==> config.mk <==
export PLATFORM = sky130hd
export DESIGN_NAME = led_pattern_blinker_unit
export DESIGN_NICKNAME = d
export VERILOG_FILES = /design/src/sv/lpb_pkg.sv /design/src/sv/led_pattern_blinker_unit.sv /design/src/sv/lpb_channel.sv
export SDC_FILE = /design/constraint.sdc
export NUM_CORES = 1
export LEC_CHECK = 0
export BUFFER_PORTS_ARGS = -buffer_cell sky130_fd_sc_hd__buf_2
export CAP_MARGIN = 5
export CORE_MARGIN = 8
export CORE_UTILIZATION = 62
export DETAILED_ROUTE_END_ITERATION = 6
export GPL_TIMING_DRIVEN = 0
export PLACE_DENSITY = 0.86
export SETUP_SLACK_MARGIN = 0.02
export SLEW_MARGIN = 0
export SYNTH_ARGS = -nofsm -noshare
export SYNTH_HDL_FRONTEND = slang
export SYNTH_SLANG_ARGS = --single-unit
==> constraint.sdc <==
create_clock -name clk -period 3.6 [get_ports clk]
set_input_delay 0.54 -clock clk [delete_from_list [all_inputs] [get_ports clk]]
set_output_delay 0.54 -clock clk [all_outputs]
set_load 0.05 [all_outputs]
==> src/sv/lpb_pkg.sv <==
package lpb_pkg;

  localparam int NUM_LEDS     = 4;
  localparam int PATTERN_BITS = 32;
  localparam int LED_IDX_W    = 2;
  localparam int PATTERN_W    = 32;
  localparam int PERIOD_W     = 16;
  localparam int BITS_LEFT_W  = $clog2(PATTERN_BITS + 1);
  localparam int LED_OUT_W    = 4;

  typedef enum logic [0:0] {
    CMD_TICK = 1'b0,
    CMD_LOAD = 1'b1
  } lpb_cmd_t;

  typedef struct packed {
    lpb_cmd_t               cmd;
    logic [LED_IDX_W-1:0]   led_index;
    logic [PATTERN_W-1:0]   pattern;
    logic [PERIOD_W-1:0]    period_ticks;
  } lpb_in_t;

  typedef struct packed {
    logic [LED_OUT_W-1:0] led_levels;
    logic [LED_OUT_W-1:0] led_updated;
  } lpb_out_t;

  typedef struct packed {
    logic tick;
    logic load;
  } lpb_ch_ctrl_t;

endpackage

==> src/sv/led_pattern_blinker_unit.sv <==
// led pattern blinker: four channels, each plays a 32-bit on/off pattern lsb first
// input channel in_valid / in_ready / in_data carries one item: a tick (cmd = tick)
//   steps every channel, a load (cmd = load) sets pattern and period of one channel
//   and restarts it, so bit 0 shows for one extra period at the start
// result channel out_valid / out_ready / out_data gives exactly one item per input
//   item: current led levels and, for a tick, which channels were driven
// path: an accepted item is held in the input register, and its result is captured in the
//   output register once that register is empty or being read
// throughput: one item per cycle while out_ready stays high; all channels update in
//   parallel counters in the cycle the item leaves the input register
// stall: while out_ready is low the result holds; one more item is still taken
//   into the input register, after which in_ready drops until the result is taken
// reset (rst_n low, synchronous): all leds off, patterns and periods cleared,
//   countdowns and bit counts at one, both registers empty
module led_pattern_blinker_unit (
  input  logic             clk,
  input  logic             rst_n,
  input  logic             in_valid,
  output logic             in_ready,
  input  lpb_pkg::lpb_in_t in_data,
  output logic             out_valid,
  input  logic             out_ready,
  output lpb_pkg::lpb_out_t out_data
);

  logic             s1_valid_r, s1_valid_nxt;
  lpb_pkg::lpb_in_t s1_item_r;
  logic             s1_adv;
  logic             out_valid_r, out_valid_nxt;
  lpb_pkg::lpb_out_t out_data_r;
  lpb_pkg::lpb_out_t result;

  logic [lpb_pkg::NUM_LEDS-1:0] lvl_cur;
  logic [lpb_pkg::NUM_LEDS-1:0] lvl_nxt;
  logic [lpb_pkg::NUM_LEDS-1:0] upd;

  assign s1_adv   = s1_valid_r && (!out_valid_r || out_ready);
  assign in_ready = !s1_valid_r || s1_adv;

  always_comb begin
    s1_valid_nxt = s1_valid_r;
    if (in_valid && in_ready) begin
      s1_valid_nxt = 1'b1;
    end else if (s1_adv) begin
      s1_valid_nxt = 1'b0;
    end
    out_valid_nxt = out_valid_r;
    if (s1_adv) begin
      out_valid_nxt = 1'b1;
    end else if (out_ready) begin
      out_valid_nxt = 1'b0;
    end
  end

  always_ff @(posedge clk) begin
    if (!rst_n) begin
      s1_valid_r  <= 1'b0;
      out_valid_r <= 1'b0;
    end else begin
      s1_valid_r  <= s1_valid_nxt;
      out_valid_r <= out_valid_nxt;
    end
  end

  always_ff @(posedge clk) begin
    if (in_valid && in_ready) begin
      s1_item_r <= in_data;
    end
    if (s1_adv) begin
      out_data_r <= result;
    end
  end

  for (genvar i = 0; i < lpb_pkg::NUM_LEDS; i++) begin : g_ch
    lpb_pkg::lpb_ch_ctrl_t ctrl;

    assign ctrl.tick = s1_adv && (s1_item_r.cmd == lpb_pkg::CMD_TICK);
    assign ctrl.load = s1_adv && (s1_item_r.cmd == lpb_pkg::CMD_LOAD)
                       && (s1_item_r.led_index == lpb_pkg::LED_IDX_W'(i));

    lpb_channel u_ch (
      .clk          (clk),
      .rst_n        (rst_n),
      .ctrl         (ctrl),
      .pattern      (s1_item_r.pattern),
      .period_ticks (s1_item_r.period_ticks),
      .level        (lvl_cur[i]),
      .level_nxt    (lvl_nxt[i]),
      .updated      (upd[i])
    );
  end

  always_comb begin
    result = '0;
    for (int i = 0; i < lpb_pkg::NUM_LEDS && i < lpb_pkg::LED_OUT_W; i++) begin
      result.led_levels[i]  = lvl_nxt[i];
      result.led_updated[i] = upd[i];
    end
  end

  assign out_valid = out_valid_r;
  assign out_data  = out_data_r;

  // a load drives no channel and leaves the levels as they were
  a_load_no_update: assert property (@(posedge clk) disable iff (!rst_n)
    s1_adv && (s1_item_r.cmd == lpb_pkg::CMD_LOAD) |=> out_data_r.led_updated == '0)
    else $error("load item reported a driven channel");

  a_load_keeps_levels: assert property (@(posedge clk) disable iff (!rst_n)
    s1_adv && (s1_item_r.cmd == lpb_pkg::CMD_LOAD)
    |=> out_data_r.led_levels == $past(lvl_cur[lpb_pkg::LED_OUT_W-1:0]))
    else $error("load item changed led levels");

  // a channel level only moves when that channel is driven by a tick
  a_level_needs_update: assert property (@(posedge clk) disable iff (!rst_n)
    (lvl_nxt != lvl_cur) |-> s1_adv && (s1_item_r.cmd == lpb_pkg::CMD_TICK) && (upd != '0))
    else $error("led level changed without a tick");

  a_stall_means_full: assert property (@(posedge clk) disable iff (!rst_n)
    !in_ready |-> s1_valid_r && out_valid_r && !out_ready)
    else $error("input stalled with room to spare");

endmodule

==> src/sv/lpb_channel.sv <==
module lpb_channel (
  input  logic                           clk,
  input  logic                           rst_n,
  input  lpb_pkg::lpb_ch_ctrl_t          ctrl,
  input  logic [lpb_pkg::PATTERN_W-1:0]  pattern,
  input  logic [lpb_pkg::PERIOD_W-1:0]   period_ticks,
  output logic                           level,
  output logic                           level_nxt,
  output logic                           updated
);

  logic [lpb_pkg::PATTERN_W-1:0]   store_r, store_nxt;
  logic [lpb_pkg::PATTERN_W-1:0]   shift_r, shift_nxt;
  logic [lpb_pkg::PERIOD_W-1:0]    reload_r, reload_nxt;
  logic [lpb_pkg::PERIOD_W-1:0]    cnt_r, cnt_nxt;
  logic [lpb_pkg::PERIOD_W-1:0]    cnt_dec;
  logic [lpb_pkg::BITS_LEFT_W-1:0] bits_r, bits_nxt;
  logic                            level_r;
  logic                            hit;

  assign cnt_dec = cnt_r - lpb_pkg::PERIOD_W'(1);
  assign hit     = (cnt_dec == '0);
  assign updated = ctrl.tick && hit;

  always_comb begin
    store_nxt  = store_r;
    shift_nxt  = shift_r;
    reload_nxt = reload_r;
    cnt_nxt    = cnt_r;
    bits_nxt   = bits_r;
    level_nxt  = level_r;
    if (ctrl.load) begin
      store_nxt  = pattern;
      shift_nxt  = pattern;
      reload_nxt = period_ticks;
      cnt_nxt    = lpb_pkg::PERIOD_W'(1);
      bits_nxt   = lpb_pkg::BITS_LEFT_W'(1);
    end else if (ctrl.tick) begin
      if (hit) begin
        cnt_nxt   = reload_r;
        level_nxt = shift_r[0];
        if (bits_r <= lpb_pkg::BITS_LEFT_W'(1)) begin
          bits_nxt  = lpb_pkg::BITS_LEFT_W'(lpb_pkg::PATTERN_BITS);
          shift_nxt = store_r;
        end else begin
          bits_nxt  = bits_r - lpb_pkg::BITS_LEFT_W'(1);
          shift_nxt = shift_r >> 1;
        end
      end else begin
        cnt_nxt = cnt_dec;
      end
    end
  end

  always_ff @(posedge clk) begin
    if (!rst_n) begin
      store_r  <= '0;
      shift_r  <= '0;
      reload_r <= '0;
      cnt_r    <= lpb_pkg::PERIOD_W'(1);
      bits_r   <= lpb_pkg::BITS_LEFT_W'(1);
      level_r  <= 1'b0;
    end else begin
      store_r  <= store_nxt;
      shift_r  <= shift_nxt;
      reload_r <= reload_nxt;
      cnt_r    <= cnt_nxt;
      bits_r   <= bits_nxt;
      level_r  <= level_nxt;
    end
  end

  assign level = level_r;

endmodule

==> summary.log, run 1 <==
[status] result of the run completed
[floorplan] die extent in x 196 µm
[pwr] Leak 0.00805 µW
[synth] share of the synthesized area in compound gates (AO/OA/AOI/OAI) 0.159
[setup_path] endpoint kind of the worst setup timing path flop
[global_routing] global-route wire length before repair 95600 µm
[setup_path] largest delay contributor family on the critical path simple AND/OR/NAND/NOR gates
[timing] max frequency 284 MHz
[final_layout] Synth-to-Final Area Change 12.9%
[global_routing] Overflow after GRT 0
[route] WL per Instance 20.1 µm
[setup_path] Worst Path Class, Setup reg2reg
[synth] dominant combinational cell family by area after synthesis simple AND/OR/NAND/NOR gates
[timing] accumulated negative setup slack 0 ps
[pwr] total net switching power 3760 µW
[timing] worst-case headroom to the max-slew limit 0.373
[place] count of input and output buffers 64
[route] DR DRC count 0
[synth] xor-xnor portion of the synthesized cell area 0.00653
[pwr] proportion of power drawn by the clock network 0.396
[pwr] post-route total power 12800 µW
[synth] average footprint of a synthesized cell 8.27 µm²
[place] GPL Wtd Cong 0.914
[floorplan] vertical extent of the die 196 µm
[synth] leading post-synthesis cells by cell area sky130_fd_sc_hd__dfxtp_1 (41%), sky130_fd_sc_hd__nand2_1 (14%), sky130_fd_sc_hd__edfxtp_1 (8.8%), sky130_fd_sc_hd__a21oi_1 (6.8%), sky130_fd_sc_hd__mux2_2 (5.3%)
[synth] total standard cell area after synthesis 0.0201 mm²
[synth] register bit count reported by yosys 473
[synth] fraction of synthesized cell area taken by the top area cell type 0.412
[clocking] Clk pin slew, worst setup/hold paths 60 ps
[hold_path] count of cells along the worst hold path 1
[route] DRC violation total after the first TritonRoute iteration 2221
[setup_path] ordered cell list for the critical path inv_1, ha_1, or4b_1, or3_1, nand3_1, a2111oi_4, buf_4, a21oi_1, clkbuf_1, nand2_1, a31oi_1
[setup_path] highest-delay cell along the critical path sky130_fd_sc_hd__or4b_1
[setup_path] depth of the critical timing path with buffers and inverters included 11
[floorplan] number of rows created at floorplan 66
[pwr] combinational group share of total power 0.163
[synth] simple-gate area share of the yosys netlist 0.228
[timing] number of hold violations in the final report 0
[setup_path] register-to-register setup slack 80 ps
[timing] Least-Margin Pin Slew 931 ps
[setup_path] Buf+Inv Stages, Crit Path 3
[final_layout] # diodes 0
[job] # Max-Cap Violations 0
[setup_path] timing startpoint of the critical path g_ch[0].u_ch.cnt_r[0]
[clocking] source-to-sink clock delay at the later pin of the worst-skew pair 590 ps
[clocking] TritonCTS buffer count 47
[place] placed cells 2941
[timing] number of max-slew violations in the final report 0
[setup_path] end point of the critical path g_ch[0].u_ch.shift_r[10]
[floorplan] area of the die 0.0385 mm²
[route] Via density 6.34
[synth] share of the yosys chip area belonging to registers 0.500
[clocking] root buffer cell sky130_fd_sc_hd__clkbuf_16
[pwr] internal power 9020 µW
[pwr] Sw Share 0.294
[global_routing] initial antenna violation count 0
[floorplan] Placeable Area 0.0323 mm²
[route] routed vias 19219
[final_layout] Layout Nets 2623
[synth] mux contribution to synthesized area 0.0592
[final_layout] Non-Filler Instances 3032
[synth] Top FF cell, synth sky130_fd_sc_hd__dfxtp_1
[pwr] power density normalized to cell area 563 mW/mm²
[global_routing] global router's overall resource usage 0.306
[final_layout] ratio of cells with drive above 1 in the final layout 0.110
[floorplan] starting density of the core 0.623
[place] half-perimeter wire length after detailed placement 41000 µm
[synth] most common cell in the synthesized netlist sky130_fd_sc_hd__nand2_1
[setup_path] Critical R2R Capture g_ch[0].u_ch.shift_r[10]
[synth] YS warnings 0
[synth] post-synth top area cell sky130_fd_sc_hd__dfxtp_1
[clocking] # H-tree levels 2
[clocking] Post-CTS Hold Fix Bufs 0
[floorplan] IO Pins 65
[timing] final clock period utilization by the worst path 0.978
[route] number of optimization iterations in the first detailed-route pass 6
[timing] RSZ-0062 raised after global routing false
[setup_path] slowest stage delay, CP 550 ps
[synth] top cells by instance count after synthesis sky130_fd_sc_hd__nand2_1 (737), sky130_fd_sc_hd__dfxtp_1 (414), sky130_fd_sc_hd__a21oi_1 (273)
[clocking] clock tree from TritonCTS yes
[synth] unique cell type count in the Yosys netlist 71
[global_routing] via count of the first global-routing pass 18410
[timing] final number of setup-violating endpoints 0
[pwr] Max rail drop VDD 560 µV
[setup_path] Max FO, Critical Path 10
[clocking] Bufs on Longest Clock Path 3
[clocking] # clock sinks 473
[setup_path] reg-to-reg startpoint g_ch[0].u_ch.cnt_r[0]
[hold_path] class of the tightest hold or removal check in2reg
[synth] post-synth net total 2503
[synth] Syn Inst Count 2432
[synth] async set-reset flop share out of synthesis 0
[route] routed wire length 60900 µm
[setup_path] CP required 4110 ps
[pwr] portion of total power attributed to sequential cells 0.441
[timing] Final min period 3520 ps
[timing] worst setup skew after layout 20.0 ps
[setup_path] data arrival time of the critical path 4030 ps
[synth] number of synthesized flops with an enable pin 59
[global_routing] largest net degree at the start of global routing 40
[setup_path] Critical Path Source Type flop
[synth] adder and majority cell fraction of the synthesized area 0.00995
[setup_path] R2R depth 11
[route] number of nets with antenna violations after routing 0
what timing repair did:
item / in CTS / in global routing
setup buffers: 0 / 4
cloned: 0 / 0
setup endpoints to repair: 2 / 109
resized for setup: 1 / 21
pin swaps: 0 / 1
cells by family (layout without fill, tap and decap cells):
kind of cell / Yosys count / after routing
XOR/XNOR: 15 / 15
AO/OA/AOI/OAI: 551 / 551
buffers and inverters: 197 / 355
AND/OR/NAND/NOR: 1073 / 1073
adder cells (fa/ha/maj): 16 / 16
multiplexers: 107 / 107
flip-flops: 473 / 473
stage by stage:
stage / utilization / instance area [µm²] / hold WS (ps) / worst slack (ps)
2_1_floorplan: - / 20100 / 431 / 731
3_3_place_gp: 0.650 / 21000 / 438 / -507
3_5_place_dp: 0.652 / 21000 / 446 / -75.9
4_1_cts: 0.701 / 22600 / 114 / 51.7
5_1_grt: 0.703 / 22700 / 112 / 23.6
6_report: 0.703 / 22700 / 124 / 78.7
flip-flops by register name (all words and copies together) (netlist names):
register,flops
out_valid,1
g_ch.u_ch.cnt_r,64
s1_item_r,51
g_ch.u_ch.reload_r,64
s1_valid_r,1
g_ch.u_ch.level,4
g_ch.u_ch.shift_r,128
g_ch.u_ch.store_r,128
g_ch.u_ch.bits_r,24
out_data,8
layout make-up:
type / instances / area (µm²)
plain buffers: 169 / 676
clock buffers: 60 / 1310
clock inverters: 27 / 284
fillers: 2385 / 9580
inverters: 28 / 105
multi-input cells: 1762 / 9330
flip-flops and latches: 473 / 10100
well taps: 442 / 553
repair buffers: 71 / 393
worst min path at each step:
stage                          endpoint                startpoint  slack (ps)
2_1_floorplan  g_ch[2].u_ch.reload_r[1]  g_ch[2].u_ch.reload_r[1]         430
3_3_place_gp   g_ch[1].u_ch.store_r[21]  g_ch[1].u_ch.store_r[21]         440
3_5_place_dp   g_ch[2].u_ch.store_r[11]  g_ch[2].u_ch.store_r[11]         450
4_1_cts                   s1_item_r[26]               in_data[26]         110
5_1_grt                   s1_item_r[28]               in_data[28]         110
6_report                  s1_item_r[28]               in_data[28]         120
worst reg2reg max path: cells and delay by family, from the launching register on:
kind	cells	cell delay, ps
simple gates	4	1200
buf+inv	3	770
compound gates	3	760
flops	1	380
fa+ha+maj	1	330
power by group through the flow:
stage | clock network [µW] | registers (µW) | logic, µW
floorplan | 0 | 5690 | 1370
global placement | 0 | 5740 | 1880
detailed placement | 0 | 5740 | 1930
CTS | 5050 | 5630 | 1960
global route | 5270 | 5640 | 2230
finish | 5060 | 5640 | 2090
cells in the final DEF, fill, tap and decap left out, types with 7 or more instances in the layout:
cell type                     n
sky130_fd_sc_hd__and3_1       7
sky130_fd_sc_hd__buf_2       77
sky130_fd_sc_hd__or4_1        9
sky130_fd_sc_hd__edfxtp_1    59
sky130_fd_sc_hd__dfxtp_1    414
sky130_fd_sc_hd__a21o_1      11
sky130_fd_sc_hd__nand3_1     92
sky130_fd_sc_hd__a21oi_1    273
sky130_fd_sc_hd__nand2_1    737
sky130_fd_sc_hd__ha_1        16
sky130_fd_sc_hd__buf_1        8
sky130_fd_sc_hd__a211oi_1    12
sky130_fd_sc_hd__and2_1       7
sky130_fd_sc_hd__inv_1       26
sky130_fd_sc_hd__clkbuf_1   144
sky130_fd_sc_hd__or3_1       20
sky130_fd_sc_hd__a31oi_1    135
sky130_fd_sc_hd__nor3_1      37
sky130_fd_sc_hd__o21ai_0     66
sky130_fd_sc_hd__clkbuf_16   49
sky130_fd_sc_hd__clkbuf_2     8
sky130_fd_sc_hd__mux2i_1     11
sky130_fd_sc_hd__nor4_1      21
sky130_fd_sc_hd__nor2_1      86
sky130_fd_sc_hd__clkinv_2    11
sky130_fd_sc_hd__xor2_1      10
sky130_fd_sc_hd__mux2_2      95
sky130_fd_sc_hd__nand4_1     11
sky130_fd_sc_hd__a311oi_1     7
layer usage:
layer,vias up,part of all wire,track usage
met4,0,0.064,0.188
met1,9058,0.38,0.381
li1,8682,-,-
met2,1219,0.45,0.490
met5,-,0,0
met3,260,0.11,0.0543
Note: power is estimated with default switching activity, not from simulation.
==> run 2: changes to the inputs <==
Settings changed: PLACE_DENSITY 0.86 to 0.89, REMOVE_ABC_BUFFERS set to 1.
==> summary.log, run 2 (synthesis results as in run 1) <==
[status] result of the run completed [unchanged]
[pwr] proportion of power drawn by the clock network 0.390 [was 0.396]
[floorplan] vertical extent of the die 196 µm [unchanged]
[pwr] power density normalized to cell area 571 mW/mm² [was 563 mW/mm²]
[floorplan] die extent in x 196 µm [unchanged]
[timing] worst-case headroom to the max-slew limit 0.147 [was 0.373]
[pwr] total net switching power 3740 µW [was 3760 µW]
[global_routing] initial antenna violation count 0 [unchanged]
[final_layout] ratio of cells with drive above 1 in the final layout 0.130 [was 0.110]
[timing] Final min period 3420 ps [was 3520 ps]
[setup_path] ordered cell list for the critical path inv_1, ha_1, or4b_1, o21ai_1, nand3_1, or3_1, a211oi_4, buf_8, nand2_1, a31oi_1 [was inv_1, ha_1, or4b_1, or3_1, nand3_1, a2111oi_4, buf_4, a21oi_1, clkbuf_1, nand2_1, a31oi_1]
[clocking] # H-tree levels 2 [unchanged]
[place] count of input and output buffers 64 [unchanged]
[timing] worst setup skew after layout 13.4 ps [was 20.0 ps]
[final_layout] Layout Nets 2498 [was 2623]
[clocking] source-to-sink clock delay at the later pin of the worst-skew pair 570 ps [was 590 ps]
[pwr] internal power 9280 µW [was 9020 µW]
[setup_path] slowest stage delay, CP 670 ps [was 550 ps]
[setup_path] Buf+Inv Stages, Crit Path 2 [was 3]
[final_layout] leading cell types in the layout, fill and taps excluded sky130_fd_sc_hd__nand2_1 (737), sky130_fd_sc_hd__dfxtp_1 (414), sky130_fd_sc_hd__a21oi_1 (271) [was sky130_fd_sc_hd__nand2_1 (737), sky130_fd_sc_hd__dfxtp_1 (414), sky130_fd_sc_hd__a21oi_1 (273)]
[floorplan] number of rows created at floorplan 66 [unchanged]
[global_routing] global-route wire length before repair 87200 µm [was 95600 µm]
[clocking] Clk pin slew, worst setup/hold paths 60 ps [about the same]
[global_routing] global router's overall resource usage 0.271 [was 0.306]
[timing] max frequency 292 MHz [was 284 MHz]
[clocking] TritonCTS buffer count 46 [was 47]
[timing] RSZ-0062 raised after global routing false [unchanged]
[floorplan] starting density of the core 0.623 [unchanged]
[final_layout] Synth-to-Final Area Change 13.2% [was 12.9%]
[route] Via density 6.27 [was 6.34]
[timing] Least-Margin Pin Slew 1280 ps [was 931 ps]
[final_layout] # diodes 0 [unchanged]
[route] DRC violation total after the first TritonRoute iteration 1913 [was 2221]
[timing] final clock period utilization by the worst path 0.950 [was 0.978]
[route] number of optimization iterations in the first detailed-route pass 5 [was 6]
[setup_path] Worst Path Class, Setup reg2reg [unchanged]
[setup_path] endpoint kind of the worst setup timing path flop [unchanged]
[floorplan] area of the die 0.0385 mm² [unchanged]
[setup_path] Critical Path Source Type flop [unchanged]
[global_routing] Overflow after GRT 0 [unchanged]
[route] number of nets with antenna violations after routing 0 [unchanged]
[pwr] Leak 0.00811 µW [was 0.00805 µW]
[setup_path] highest-delay cell along the critical path sky130_fd_sc_hd__a211oi_4 [was sky130_fd_sc_hd__or4b_1]
[route] WL per Instance 18.6 µm [was 20.1 µm]
[final_layout] Design Area, Final 0.0228 mm² [was 0.0227 mm²]
[job] # Max-Cap Violations 0 [unchanged]
[timing] number of max-slew violations in the final report 0 [unchanged]
[global_routing] via count of the first global-routing pass 17848 [was 18410]
[final_layout] filler cell count in the final layout 2227 [was 2385]
[route] DR DRC count 0 [unchanged]
[route] routed wire length 54200 µm [was 60900 µm]
[pwr] combinational group share of total power 0.177 [was 0.163]
[pwr] Max rail drop VDD 523 µV [was 560 µV]
[clocking] root buffer cell sky130_fd_sc_hd__clkbuf_16 [unchanged]
[place] half-perimeter wire length after detailed placement 33300 µm [was 41000 µm]
[place] GPL Wtd Cong 0.890 [was 0.914]
[clocking] clock tree from TritonCTS yes [unchanged]
[pwr] Sw Share 0.287 [was 0.294]
[place] placed standard-cell area 0.0210 mm² [about the same]
[timing] accumulated negative setup slack 0 ps [unchanged]
[clocking] Post-CTS Hold Fix Bufs 0 [unchanged]
[setup_path] data arrival time of the critical path 3910 ps [was 4030 ps]
[clocking] # clock sinks 473 [unchanged]
[floorplan] Placeable Area 0.0323 mm² [unchanged]
[setup_path] Max FO, Critical Path 22 [was 10]
[hold_path] class of the tightest hold or removal check in2reg [unchanged]
[final_layout] commonest non-fill, non-tap cell in the layout sky130_fd_sc_hd__nand2_1 [unchanged]
[pwr] portion of total power attributed to sequential cells 0.433 [was 0.441]
[route] routed vias 18228 [was 19219]
[floorplan] IO Pins 65 [unchanged]
[setup_path] largest delay contributor family on the critical path simple AND/OR/NAND/NOR gates [unchanged]
[final_layout] Non-Filler Instances 2907 [was 3032]
[place] placed cells 2806 [was 2941]
[timing] number of hold violations in the final report 0 [unchanged]
[global_routing] largest net degree at the start of global routing 176 [was 40]
[setup_path] CP required 4090 ps [was 4110 ps]
[final_layout] largest registers ranked by flip-flop count g_ch.u_ch.shift_r x128, g_ch.u_ch.store_r x128 [unchanged]
[clocking] Bufs on Longest Clock Path 3 [unchanged]
[timing] final number of setup-violating endpoints 0 [unchanged]
-- run 2: area by class of cell --
class                      count  area [µm²]  share of cell area
sequential                   473       10100               0.442
timing repair buffer         113         980              0.0430
inverter                      28         113             0.00494
multi-input combinational   1765        9470               0.416
tap                          442         553              0.0243
clock buffer                  70        1380              0.0607
clock inverter                16         228              0.0100
-- run 2: worst reg2reg max path: stages, from the launching register on --
cell                       delay, ps
sky130_fd_sc_hd__dfxtp_1         370
sky130_fd_sc_hd__inv_1           130
sky130_fd_sc_hd__ha_1            330
sky130_fd_sc_hd__or4b_1          550
sky130_fd_sc_hd__o21ai_1         180
sky130_fd_sc_hd__nand3_1         170
sky130_fd_sc_hd__or3_1           390
sky130_fd_sc_hd__a211oi_4        670
sky130_fd_sc_hd__buf_8           290
sky130_fd_sc_hd__nand2_1         100
sky130_fd_sc_hd__a31oi_1         170
-- run 2: stage by stage --
step | utilization | total power, µW | worst slack [ps] | hold slack [ps]
after floorplan | - | 6950 | -7090 | 431
after global placement | 0.630 | 7370 | -14060 | 438
after detailed placement | 0.650 | 7700 | -666 | 445
after CTS | 0.703 | 12900 | 23.3 | 130
after global routing | 0.706 | 13400 | 21.8 | 125
final | 0.706 | 13000 | 181 | 140
-- run 2: what timing repair did --
| action | 4_1_cts | 5_1_grt |
|---|---|---|
| setup endpoints to repair | 133 | 98 |
| cloned | 2 | 1 |
| hold endpoints to repair | 0 | 0 |
| resized for setup | 4 | 6 |
| pin swaps | 4 | 4 |
| buffers inserted | 5 | 6 |
-- run 2: final timing paths --
path                                                from                       end  slack, ps  depth (start not counted)
worst min-delay path                         in_data[33]             s1_item_r[33]        140                          1
worst max register to register     g_ch[0].u_ch.cnt_r[0]  g_ch[0].u_ch.shift_r[20]        180                         10
worst max-delay path               g_ch[0].u_ch.cnt_r[0]  g_ch[0].u_ch.shift_r[20]        180                         10
worst min register to register  g_ch[3].u_ch.store_r[23]  g_ch[3].u_ch.store_r[23]        450                          2
-- run 2: metal layers --
metal	global-route usage	vias to the layer above	routed length [µm]
li1	-	8436	-
met1	0.326	8611	20900
met2	0.452	965	25400
met3	0.0523	216	4980
met4	0.152	0	2910
met5	0	-	0
-- run 2: power by group through the flow --
stage                     clock network, µW  logic, µW  registers (µW)
after floorplan                           0       1250            5690
after global placement                    0       1630            5740
after detailed placement                  0       1960            5740
after CTS                              5100       2130            5630
after global routing                   5320       2460            5650
final                                  5070       2310            5640
